$ cat src/rtl/tsce_pkg.sv
// ----------------------------------------------------------------------------
// tsce_pkg
// Shared types and constants of the tar stream content extractor.
// ----------------------------------------------------------------------------
package tsce_pkg;

    localparam int BYTE_W     = 8;
    localparam int SIZE_W     = 33;
    localparam int BLK_W      = 9;
    localparam int BLOCK_BYTES = 512;

    localparam logic [BLK_W-1:0] SIZE_FIRST = 9'd124;
    localparam logic [BLK_W-1:0] SIZE_LAST  = 9'd134;
    localparam logic [BLK_W-1:0] HDR_LAST   = 9'd511;

    localparam logic [4:0] OCT_DIGIT_HI = 5'b00110;

    typedef struct packed {
        logic              valid;
        logic [BYTE_W-1:0] data;
    } t_byte_xfer;

endpackage

$ cat src/rtl/tsce_front.sv
// ----------------------------------------------------------------------------
// tsce_front
// Classifies each incoming byte as header, content or padding, decodes the
// octal size field and pushes content bytes into the queue.
// ----------------------------------------------------------------------------
module tsce_front (
    input  logic                         i_clk,
    input  logic                         i_rst_n,
    input  logic                         i_accept,
    input  logic [tsce_pkg::BYTE_W-1:0]  i_in_byte,
    output tsce_pkg::t_byte_xfer         o_push
);

    localparam logic [1:0] PH_HEADER  = 2'd0;
    localparam logic [1:0] PH_CONTENT = 2'd1;
    localparam logic [1:0] PH_PAD     = 2'd2;

    logic [1:0]                      r_phase,        n_phase;
    logic [tsce_pkg::BLK_W-1:0]      r_hdr_cnt,      n_hdr_cnt;
    logic [tsce_pkg::SIZE_W-1:0]     r_content_left, n_content_left;
    logic [tsce_pkg::BLK_W-1:0]      r_pad_left,     n_pad_left;
    logic [tsce_pkg::SIZE_W-1:0]     r_size_accum,   n_size_accum;
    logic                            r_size_valid,   n_size_valid;

    logic [tsce_pkg::SIZE_W-1:0]     v_acc;
    logic                            v_vld;
    logic [tsce_pkg::BLK_W-1:0]      v_pad;
    logic                            v_digit;
    logic                            v_in_field;

    assign v_digit    = (i_in_byte[7:3] == tsce_pkg::OCT_DIGIT_HI);
    assign v_in_field = (r_hdr_cnt >= tsce_pkg::SIZE_FIRST) &&
                        (r_hdr_cnt <= tsce_pkg::SIZE_LAST);

    always_comb begin
        n_phase        = r_phase;
        n_hdr_cnt      = r_hdr_cnt;
        n_content_left = r_content_left;
        n_pad_left     = r_pad_left;
        n_size_accum   = r_size_accum;
        n_size_valid   = r_size_valid;
        o_push.valid   = 1'b0;
        o_push.data    = i_in_byte;
        v_acc          = r_size_accum;
        v_vld          = r_size_valid;
        v_pad          = '0;
        if (i_accept) begin
            unique case (r_phase)
                PH_CONTENT: begin
                    o_push.valid   = 1'b1;
                    n_content_left = r_content_left - 1'b1;
                    if (r_content_left == tsce_pkg::SIZE_W'(1)) begin
                        n_phase = (r_pad_left != '0) ? PH_PAD : PH_HEADER;
                    end
                end
                PH_PAD: begin
                    n_pad_left = r_pad_left - 1'b1;
                    if (r_pad_left == tsce_pkg::BLK_W'(1)) begin
                        n_phase = PH_HEADER;
                    end
                end
                default: begin
                    n_phase = PH_HEADER;
                    if (r_hdr_cnt == '0) begin
                        v_acc = '0;
                        v_vld = 1'b0;
                    end
                    if (v_in_field) begin
                        if (r_hdr_cnt == tsce_pkg::SIZE_FIRST) begin
                            v_acc = '0;
                            v_vld = 1'b1;
                        end
                        if (v_vld) begin
                            if (!v_digit) begin
                                v_vld = 1'b0;
                            end else if (v_acc[32:30] != 3'b000) begin
                                v_acc = '1;
                            end else begin
                                v_acc = {v_acc[29:0], 3'b000} +
                                        {30'b0, i_in_byte[2:0]};
                            end
                        end
                    end
                    if (r_hdr_cnt == tsce_pkg::HDR_LAST) begin
                        v_pad          = tsce_pkg::BLK_W'(0) - v_acc[tsce_pkg::BLK_W-1:0];
                        n_hdr_cnt      = '0;
                        n_size_valid   = 1'b0;
                        n_size_accum   = v_acc;
                        n_content_left = v_acc;
                        n_pad_left     = v_pad;
                        if (v_acc != '0) begin
                            n_phase = PH_CONTENT;
                        end else if (v_pad != '0) begin
                            n_phase = PH_PAD;
                        end else begin
                            n_phase = PH_HEADER;
                        end
                    end else begin
                        n_hdr_cnt    = r_hdr_cnt + 1'b1;
                        n_size_accum = v_acc;
                        n_size_valid = v_vld;
                    end
                end
            endcase
        end
    end

    always_ff @(posedge i_clk) begin
        if (!i_rst_n) begin
            r_phase        <= PH_HEADER;
            r_hdr_cnt      <= '0;
            r_content_left <= '0;
            r_pad_left     <= '0;
            r_size_accum   <= '0;
            r_size_valid   <= 1'b0;
        end else begin
            r_phase        <= n_phase;
            r_hdr_cnt      <= n_hdr_cnt;
            r_content_left <= n_content_left;
            r_pad_left     <= n_pad_left;
            r_size_accum   <= n_size_accum;
            r_size_valid   <= n_size_valid;
        end
    end

endmodule

$ cat src/rtl/tsce_queue.sv
// ----------------------------------------------------------------------------
// tsce_queue
// Short byte queue between the classifier and the output stage.
// ----------------------------------------------------------------------------
module tsce_queue #(
    parameter int DEPTH = 4
) (
    input  logic                  i_clk,
    input  logic                  i_rst_n,
    input  tsce_pkg::t_byte_xfer  i_push,
    input  logic                  i_pop,
    output tsce_pkg::t_byte_xfer  o_head,
    output logic                  o_full
);

    localparam int PTR_W = (DEPTH > 1) ? $clog2(DEPTH) : 1;
    localparam int CNT_W = $clog2(DEPTH + 1);

    logic [tsce_pkg::BYTE_W-1:0] r_mem [DEPTH];
    logic [PTR_W-1:0]            r_wr_ptr, n_wr_ptr;
    logic [PTR_W-1:0]            r_rd_ptr, n_rd_ptr;
    logic [CNT_W-1:0]            r_count,  n_count;
    logic                        v_do_push;
    logic                        v_do_pop;

    assign o_full      = (r_count == CNT_W'(DEPTH));
    assign o_head.valid = (r_count != '0);
    assign o_head.data  = r_mem[r_rd_ptr];
    assign v_do_push   = i_push.valid && !o_full;
    assign v_do_pop    = i_pop && o_head.valid;

    always_comb begin
        n_wr_ptr = r_wr_ptr;
        n_rd_ptr = r_rd_ptr;
        n_count  = r_count;
        if (v_do_push) begin
            n_wr_ptr = (r_wr_ptr == PTR_W'(DEPTH - 1)) ? '0 : r_wr_ptr + 1'b1;
        end
        if (v_do_pop) begin
            n_rd_ptr = (r_rd_ptr == PTR_W'(DEPTH - 1)) ? '0 : r_rd_ptr + 1'b1;
        end
        if (v_do_push && !v_do_pop) begin
            n_count = r_count + 1'b1;
        end else if (!v_do_push && v_do_pop) begin
            n_count = r_count - 1'b1;
        end
    end

    always_ff @(posedge i_clk) begin
        if (v_do_push) begin
            r_mem[r_wr_ptr] <= i_push.data;
        end
    end

    always_ff @(posedge i_clk) begin
        if (!i_rst_n) begin
            r_wr_ptr <= '0;
            r_rd_ptr <= '0;
            r_count  <= '0;
        end else begin
            r_wr_ptr <= n_wr_ptr;
            r_rd_ptr <= n_rd_ptr;
            r_count  <= n_count;
        end
    end

endmodule

$ cat src/rtl/tsce_back.sv
// ----------------------------------------------------------------------------
// tsce_back
// Output register: takes content bytes from the queue and presents them.
// ----------------------------------------------------------------------------
module tsce_back (
    input  logic                         i_clk,
    input  logic                         i_rst_n,
    input  tsce_pkg::t_byte_xfer         i_head,
    output logic                         o_pop,
    input  logic                         i_stall,
    output logic                         o_valid,
    output logic [tsce_pkg::BYTE_W-1:0]  o_out_byte
);

    logic                        r_valid;
    logic [tsce_pkg::BYTE_W-1:0] r_data;
    logic                        v_load;

    assign v_load     = !r_valid || !i_stall;
    assign o_pop      = v_load && i_head.valid;
    assign o_valid    = r_valid;
    assign o_out_byte = r_data;

    always_ff @(posedge i_clk) begin
        if (!i_rst_n) begin
            r_valid <= 1'b0;
        end else if (v_load) begin
            r_valid <= i_head.valid;
        end
    end

    always_ff @(posedge i_clk) begin
        if (o_pop) begin
            r_data <= i_head.data;
        end
    end

endmodule

$ cat src/rtl/tar_stream_content_extractor.sv
// ----------------------------------------------------------------------------
// tar_stream_content_extractor
// Deframes a ustar archive byte stream and passes member content bytes.
// ----------------------------------------------------------------------------
//   channel  | valid    | stall    | payload
//   ---------+----------+----------+------------
//   input    | i_valid  | o_stall  | i_in_byte
//   output   | o_valid  | i_stall  | o_out_byte
//
// One byte is taken per cycle while o_stall is low; header and padding bytes yield no output.
// A content byte passes the combinational classifier, is written into the queue
// and is then loaded into the output register.
// o_stall rises only when the QUEUE_DEPTH-entry queue is full.
// Reset is synchronous; no clearing pass, the block is ready right after.
// ----------------------------------------------------------------------------
module tar_stream_content_extractor #(
    parameter int QUEUE_DEPTH = 4
) (
    input  logic                         i_clk,
    input  logic                         i_rst_n,
    input  logic                         i_valid,
    output logic                         o_stall,
    input  logic [tsce_pkg::BYTE_W-1:0]  i_in_byte,
    output logic                         o_valid,
    input  logic                         i_stall,
    output logic [tsce_pkg::BYTE_W-1:0]  o_out_byte
);

    tsce_pkg::t_byte_xfer w_push;
    tsce_pkg::t_byte_xfer w_head;
    logic                 w_pop;
    logic                 w_full;
    logic                 w_accept;

    assign o_stall  = w_full;
    assign w_accept = i_valid && !w_full;

    tsce_front u_front (
        .i_clk     (i_clk),
        .i_rst_n   (i_rst_n),
        .i_accept  (w_accept),
        .i_in_byte (i_in_byte),
        .o_push    (w_push)
    );

    tsce_queue #(
        .DEPTH (QUEUE_DEPTH)
    ) u_queue (
        .i_clk   (i_clk),
        .i_rst_n (i_rst_n),
        .i_push  (w_push),
        .i_pop   (w_pop),
        .o_head  (w_head),
        .o_full  (w_full)
    );

    tsce_back u_back (
        .i_clk      (i_clk),
        .i_rst_n    (i_rst_n),
        .i_head     (w_head),
        .o_pop      (w_pop),
        .i_stall    (i_stall),
        .o_valid    (o_valid),
        .o_out_byte (o_out_byte)
    );

endmodule

$ cat config.mk
export PLATFORM = sky130hd
export DESIGN_NAME = tar_stream_content_extractor
export DESIGN_NICKNAME = d
export VERILOG_FILES = /design/src/rtl/tsce_pkg.sv /design/src/rtl/tsce_front.sv /design/src/rtl/tsce_queue.sv /design/src/rtl/tsce_back.sv /design/src/rtl/tar_stream_content_extractor.sv
export SDC_FILE = /design/constraint.sdc
export NUM_CORES = 1
export LEC_CHECK = 0
export ABC_AREA = 1
export BUFFER_PORTS_ARGS = -buffer_cell sky130_fd_sc_hd__buf_4
export CAP_MARGIN = 30
export CORE_ASPECT_RATIO = 0.7
export CORE_MARGIN = 2
export CORE_UTILIZATION = 63
export CTS_CLUSTER_SIZE = 30
export DETAILED_ROUTE_END_ITERATION = 8
export GPL_ROUTABILITY_DRIVEN = 1
export GPL_TIMING_DRIVEN = 0
export HOLD_SLACK_MARGIN = 0.08
export PLACE_DENSITY = 0.8
export SYNTH_ARGS = -nofsm -noshare
export SYNTH_HDL_FRONTEND = slang
export SYNTH_HIERARCHICAL = 1
export SYNTH_SLANG_ARGS = --single-unit
$ cat constraint.sdc
create_clock -name i_clk -period 3.3 [get_ports i_clk]
set_clock_uncertainty 0.05 [all_clocks]
set_input_delay 0.66 -clock i_clk [delete_from_list [all_inputs] [get_ports i_clk]]
set_output_delay 0.66 -clock i_clk [all_outputs]
set_load 0.05 [all_outputs]
# Word-level counts from Yosys, hierarchy flattened
# Memories as Yosys holds them, arrays and structs flattened. A register that Yosys moved wholly into a read port is not among the register bits.
# Index checks and enable logic that the tools add are counted.
[word_totals]
memories = 1
out_inout_bits = 10
in_bits = 12
ram_bits = 32
regBits = 95
elab_cells = 104
[op_classes]
magnitude_cmp = 2
muxes = 40
bitwise_logic = 3
reduce_logical = 27
add_sub_neg = 9
eq_ne = 12
[mem_list]
columns = ["memory", "depth", "word_bits", "read_ports", "rd_ports_with_merged_regs", "write_ports", "line_no", "text"]
rows = [
  ["u_queue.r_mem", 4, 8, 1, 1, 1, "tsce_queue.sv:19", "logic [tsce_pkg::BYTE_W-1:0] r_mem [DEPTH];"],
]
[op_table]
columns = ["op", "count"]
rows = [
  ["$mux 33", 12],
  ["$pmux 33 s2", 1],
  ["$add 33x3->33", 1],
  ["$eq 33x1->1 const B", 1],
  ["$reduce_bool 33->1", 1],
  ["$sub 33x1->33 const B", 1],
  ["$mux 9", 2],
  ["$pmux 9 s2", 1],
  ["$reduce_bool 9->1", 2],
  ["$mux 2", 8],
  ["$mux 1", 13],
  ["$add 9x1->9 const B", 1],
  ["$eq 9x1->1 const B", 1],
  ["$eq 9x7->1 const B", 1],
  ["$eq 9x9->1 const B", 1],
  ["$ge 9x7->1 const B", 1],
  ["$le 9x8->1 const B", 1],
  ["$logic_not 9->1", 1],
  ["$reduce_and 3->1", 3],
  ["$sub 1x9->9 const A", 1],
  ["$sub 9x1->9 const B", 1],
  ["$logic_and 1x1->1", 7],
  ["$eq 2x2->1 const B", 3],
  ["$mux 3", 2],
  ["15 further kinds", 26],
]

# Longest topological paths before layout
[logic_depth]
ltp_word = 19
mapped_depth = 22
ltp_nobuf = 21

# Cells and area by module
# Netlist, hierarchy kept.
[modules_own_cells]
columns = ["module", "cells_each", "n_inst", "area_per_inst_um2", "seq_area_each_um2"]
rows = [
  ["tsce_front", 981, 1, 6034.5, 1741.7],
  ["tsce_queue", 147, 1, 1689.1, 1141.1],
  ["tsce_back", 14, 1, 285.3, 260.2],
  ["tar_stream_content_extractor", 2, 1, 10.0, 0.0],
]

# Least setup slack after synthesis
# Ideal clock, no wire load.
[synth_path]
path_type = "reg2reg"
start = "register u_front/r_hdr_cnt[0] (netlist bit)"
end = "register u_front.r_phase[1]"
stages_incl_launch_ff = 23
required_ns = 3.128
path_slack_ns = 0.706
setup_ns = 0.122
n_path_buf = 1
arrival_time_ns = 2.422
period_less_slack_ns = 2.594
cell_sequence = "dfxtp_1 > inv_1 > ha_1 > nor3b_1 > nand2_2 > nand2_2 > nand2_2 > nand2_2 > buf_2 > nand3_1 > nand2_1 > inv_1 > nand2_1 > ha_1 > inv_1 > nor2_1 > nand2_1 > nand2_1 > nand3_1 > nor2_1 > nand3_1 > nand2_1 > a21oi_2"
[synth_between]
elab_chain_len = 19
elab_cells_between_ends = 31
classes_between = "add/sub (2); order compare (2); eq/ne (2); mux (20); reduce/logical (5)"
[synth_rtl]
columns = ["item", "line_no", "text"]
rows = [
  ["from (decl)", "tsce_front.sv:19", "logic [tsce_pkg::BLK_W-1:0] r_hdr_cnt, n_hdr_cnt;"],
  ["from (signal assigned)", "tsce_front.sv:118", "r_hdr_cnt <= n_hdr_cnt;"],
  ["$logic_not 9->1", "tsce_front.sv:64", "if (r_hdr_cnt == '0) begin"],
  ["$mux 33", "tsce_front.sv:64", ""],
  ["$mux 33", "tsce_front.sv:69", "if (r_hdr_cnt == tsce_pkg::SIZE_FIRST) begin"],
  ["$mux 33", "tsce_front.sv:68", "if (v_in_field) begin"],
  ["$mux 33", "tsce_front.sv:48", "unique case (r_phase)"],
  ["$mux 33", "tsce_front.sv:47", "if (i_accept) begin"],
  ["$add 33x3->33 or $reduce_bool 3->1 (tied branches)", "tsce_front.sv:79, tsce_front.sv:76", ""],
  ["$mux 33", "tsce_front.sv:76", "end else if (v_acc[32:30] != 3'b000) begin"],
  ["(+3 left out)", "n/a", ""],
  ["$mux 33", "tsce_front.sv:48", ""],
  ["$mux 33", "tsce_front.sv:47", ""],
  ["$sub 1x9->9", "tsce_front.sv:85", "v_pad = tsce_pkg::BLK_W'(0) - v_acc[tsce_pkg::BLK_W-1:0];"],
  ["$reduce_bool 9->1", "tsce_front.sv:93", "end else if (v_pad != '0) begin"],
  ["$mux 2", "tsce_front.sv:93", ""],
  ["$mux 2", "tsce_front.sv:91", "if (v_acc != '0) begin"],
  ["$mux 2 (*)", "tsce_front.sv:84", "if (r_hdr_cnt == tsce_pkg::HDR_LAST) begin"],
  ["$pmux 2 s2 (*)", "tsce_front.sv:48", ""],
  ["to (signal assigned)", "tsce_front.sv:117", "r_phase <= n_phase;"],
  ["to (decl)", "tsce_front.sv:18", "logic [1:0] r_phase, n_phase;"],
]
# Mark *: on every way between the ends. The rest lies on a longest branch, timed or not. The select of a mux whose other input is x is not followed.
# A chain may end at the register's enable or synchronous reset.

# Worst setup path after layout
# Same ends and word-level chain as after synthesis.

==> results.rst <==
.. list-table::
   :header-rows: 1

   * - Metric
     - Value
   * - Routed vias/inst
     - around 6
   * - Setup WS post-layout
     - approximately 0.10 ns
   * - Sequential Power Share
     - between 20% and 30%
   * - Mapped Cells
     - roughly 1100
   * - Die Height
     - roughly 98 um
   * - Setup repair after global routing missed its margin
     - false
   * - Max-cap violation count
     - 0
   * - TritonCTS clock tree
     - built
   * - Total length of routed wires
     - 22990 um
   * - Global-route wire length before repair
     - between 30000 and 40000 um
   * - Top Usage Layer GRT
     - met1
   * - Flip-flop and latch count after synthesis
     - around 140
   * - Worst stage delay on the critical path
     - ~0.33 ns
   * - Area of the mapped netlist
     - around 8000 um^2
   * - Critical Path End Type
     - flop
   * - Total die area
     - approximately 14000 um^2
   * - Largest cells by area after synthesis
     - sky130_fd_sc_hd__dfxtp_1, sky130_fd_sc_hd__edfxtp_1, sky130_fd_sc_hd__nand2_1
   * - Cell taking the most area after synthesis
     - sky130_fd_sc_hd__dfxtp_1
   * - Routed length per instance
     - approximately 17 um
   * - Setup violations, final
     - 0
   * - Max Root-Sink Buffers
     - 2
   * - Ratio of total power to cell area
     - 878.0 nW/um^2
   * - Clock Sink Count
     - 137
   * - Combinational group share of total power
     - between 40% and 50%
   * - Antenna violations before repair
     - 0
   * - Total I/O pin count
     - 22
   * - Site row count
     - 34
   * - DRC violations left
     - 0
   * - Met3 usage
     - under 10%
   * - Worst Path Arrival
     - between 3 and 4 ns
   * - Run status
     - complete, no violations
   * - Synthesis warning total
     - 6
   * - Clock buffers created by TritonCTS
     - 17
   * - Number of detailed-route iterations in the first pass
     - 7
   * - Clk_lat worst skew
     - roughly 0.42 ns
   * - Starting Density
     - between 60 and 70%
   * - Number of DRC markers after the initial detailed-route iteration
     - 1193
   * - Non-Filler Cell Area, Final
     - 8991 um^2
   * - Ratio of final minimum period to clock period
     - between 90% and 100%
   * - Routability Congestion
     - around 0.97
   * - Antenna-violating nets left
     - 0
   * - Overall power consumption
     - approximately 7.9 mW
   * - Slew at the pin with the worst max-slew slack
     - a little over 0.8 ns
   * - Met1 usage
     - roughly half
   * - Most used flip-flop cell after synthesis
     - sky130_fd_sc_hd__dfxtp_1
   * - Post-placement cell area
     - around 8400 um^2
   * - Crit start category
     - flop
   * - Detailed-route via count
     - a little over 8000
   * - Clock-pin slew on the worst setup and hold paths
     - ~0.06 ns
   * - Core Region
     - ~12000 um^2
   * - Number of diodes
     - 0
   * - Lkg Pwr
     - around 4 nW
   * - Synth async-reset ratio
     - 0%
   * - DP Worst Slack
     - slightly below 0.09 ns
   * - Die Span X
     - roughly 140 um
   * - Yosys top cell area share
     - 24.22%
   * - Via count of the first global-routing pass
     - slightly above 7000
   * - Cell with the largest stage delay on the worst path
     - sky130_fd_sc_hd__dfxtp_1
   * - Highest achievable clock rate
     - 312.9 MHz
   * - Final Hold Vio Count
     - 0
   * - Largest net degree at the start of global routing
     - 17
   * - Synthesized area per cell
     - roughly 7 um^2
   * - Fin nets
     - approximately 1200
   * - Area growth syn-to-layout
     - 12.12%
   * - Sw power
     - between 3 and 4 mW
   * - Core occupancy in the finished layout
     - 72.38%
   * - Root Buffer
     - sky130_fd_sc_hd__clkbuf_16
   * - GR Util met2
     - around 50%
   * - Filler cell count
     - 989
   * - Post-CTS Setup Inserts
     - 0
   * - Final count of pins violating max slew
     - 0
   * - Total track usage
     - 34.29%
   * - # port buffers
     - 21
   * - Chain of cells forming the critical path
     - inv_1, ha_1, nor3b_2, nand2_2, nand2_2, nand2_2, nand2_2, buf_2, nand3_1, nand2_1, inv_1, nand2_1, nand2_1, nor2_1, nand2_1, nor2_1, nand3_1, nor2_1, nand2_1, a21oi_2
   * - Top post-synthesis cells by count
     - sky130_fd_sc_hd__nand2_1, sky130_fd_sc_hd__nor2_1, sky130_fd_sc_hd__a21oi_1
   * - HP Class
     - flop to flop
   * - EDFF count, synth
     - 40
   * - Remaining max-slew budget at the tightest pin
     - between 40% and 50%
   * - Maximum level of the CTS H-tree
     - 4
   * - Global-route congestion overflow total
     - 0
   * - Crit Path Max Fanout
     - 13
   * - Post-layout min period
     - 3.195 ns
   * - Yosys cell types
     - 48
   * - Maximum VDD drop
     - roughly 0.52 mV
   * - Share of total power in the clock network
     - approximately a quarter
   * - Internal power summed over all cells
     - approximately 4.3 mW
   * - Sequential area share after synthesis
     - 39.19%
   * - Switching power as a share of total power
     - roughly 45%
   * - Data required time of the worst path
     - about 3.6 ns
   * - Crit path kind
     - flop to flop
   * - Share of cells above drive strength 1
     - between 10% and 20%
   * - Most used standard cell by instance count after synthesis
     - sky130_fd_sc_hd__nand2_1
   * - HPWL after DPL
     - 16070 um
   * - Synthesized netlist net count
     - ~1200
   * - Most prevalent standard cell on the critical path
     - sky130_fd_sc_hd__nand2_1
## area by class of cell
class,count,area [um^2],share of cell area (%)
clock inverter,14,147.6,1.642
sequential,137,3143,34.96
buffer,61,316.6,3.521
multi-input combinational,841,4187,46.56
inverter,104,392.9,4.370
tap,162,202.7,2.254
timing repair buffer,23,172.7,1.920
clock buffer,18,429.2,4.773
## per-layer routing
layer | part of all wire, % | vias up
met3 | 13 | 52
met4 | 2.3 | 0
met1 | 44 | 3744
met2 | 41 | 515
li1 | - | 3858
met5 | 0 | -
## kinds of logic after synthesis
family                     after synthesis  share of synthesized area, %
AOI/OAI and AO/OA                      249                         17.18
xor gates and xnor gates                25                         2.731
adders and majority gates               17                         2.746
buffers and inverters                  166                         8.894
DFF                                    137                         39.19
and+or+nand+nor                        550                         29.26
## sequential cells by signal, indices dropped and copies added, names as in the netlist, named ones only
| signal | count |
|---|---|
| u_front/r_content_left | 33 |
| u_front/r_phase | 2 |
| u_front/r_hdr_cnt | 9 |
| u_queue/r_rd_ptr | 2 |
| u_queue/r_mem | 32 |
| u_back/o_out_byte | 8 |
| u_queue/r_wr_ptr | 2 |
| u_queue/r_count | 3 |
| u_front/r_size_accum | 33 |
| u_front/r_size_valid | 1 |
| u_back/o_valid | 1 |
| u_front/r_pad_left | 9 |
## path summary, 6_finish.rpt
kind	startpoint	to	slack (ns)	cells after the start
max	u_front/r_hdr_cnt[0]	u_front/r_phase[1]	0.10	20
min	u_back/o_valid	u_back/o_valid	0.43	2
max reg2reg	u_front/r_hdr_cnt[0]	u_front/r_phase[1]	0.10	20
min reg2reg	u_back/o_valid	u_back/o_valid	0.43	2
## layout by cell type, fill, tap and decap left out, drive strengths merged
cell type  count
o21ai        102
clkinv         5
nor2         176
a21oi        111
nor3b          2
buf           53
clkinvlp       5
nand2        253
o311ai         1
nand4          7
nand3         77
nor4           1
o22ai          8
o21bai         1
ha            16
a221oi         2
dfxtp         97
nand3b         3
or2            9
o221ai         1
xnor2         10
nor3          21
xor2          15
edfxtp        40
bufinv         2
o31ai          2
fa             1
or4            1
o211ai        15
a31oi          3
inv          106
clkbuf        49
a211oi         3
## critical path, delay by kind of cell (launching register included)
family	cells	cell delay [ns]
flops	1	0.33
buf+inv	3	0.44
compound gates	1	0.13
simple gates	15	1.98
fa+ha+maj	1	0.17
## repair_timing
action,4_1_cts,5_1_grt
endpoints found under the setup margin,0,34
gates resized for setup,0,7
hold buffers,0,0
endpoints found under the hold margin,0,0
## power groups by stage
stage,Clock [mW],Sequential [mW],Combinational (mW)
4_1_cts,1.89,2.26,3.57
2_1_floorplan,0,2.42,2.47
6_report,1.89,2.27,3.74
5_1_grt,1.97,2.30,4.09
3_5_place_dp,0,2.29,3.52
3_3_place_gp,0,2.28,3.45
## through the flow
| step | hold WS [ns] | TNS (ns) | instances |
|---|---|---|---|
| 2_1_floorplan | 0.4071 | 0 | 1144 |
| 6_report | 0.4253 | 0 | 1360 |
| 3_5_place_dp | 0.4183 | 0 | 1328 |
| 4_1_cts | 0.4271 | 0 | 1360 |
| 3_3_place_gp | 0.4115 | -5.832 | 1327 |
| 5_1_grt | 0.4594 | 0 | 1360 |
Power figures use the tool's default switching activity.
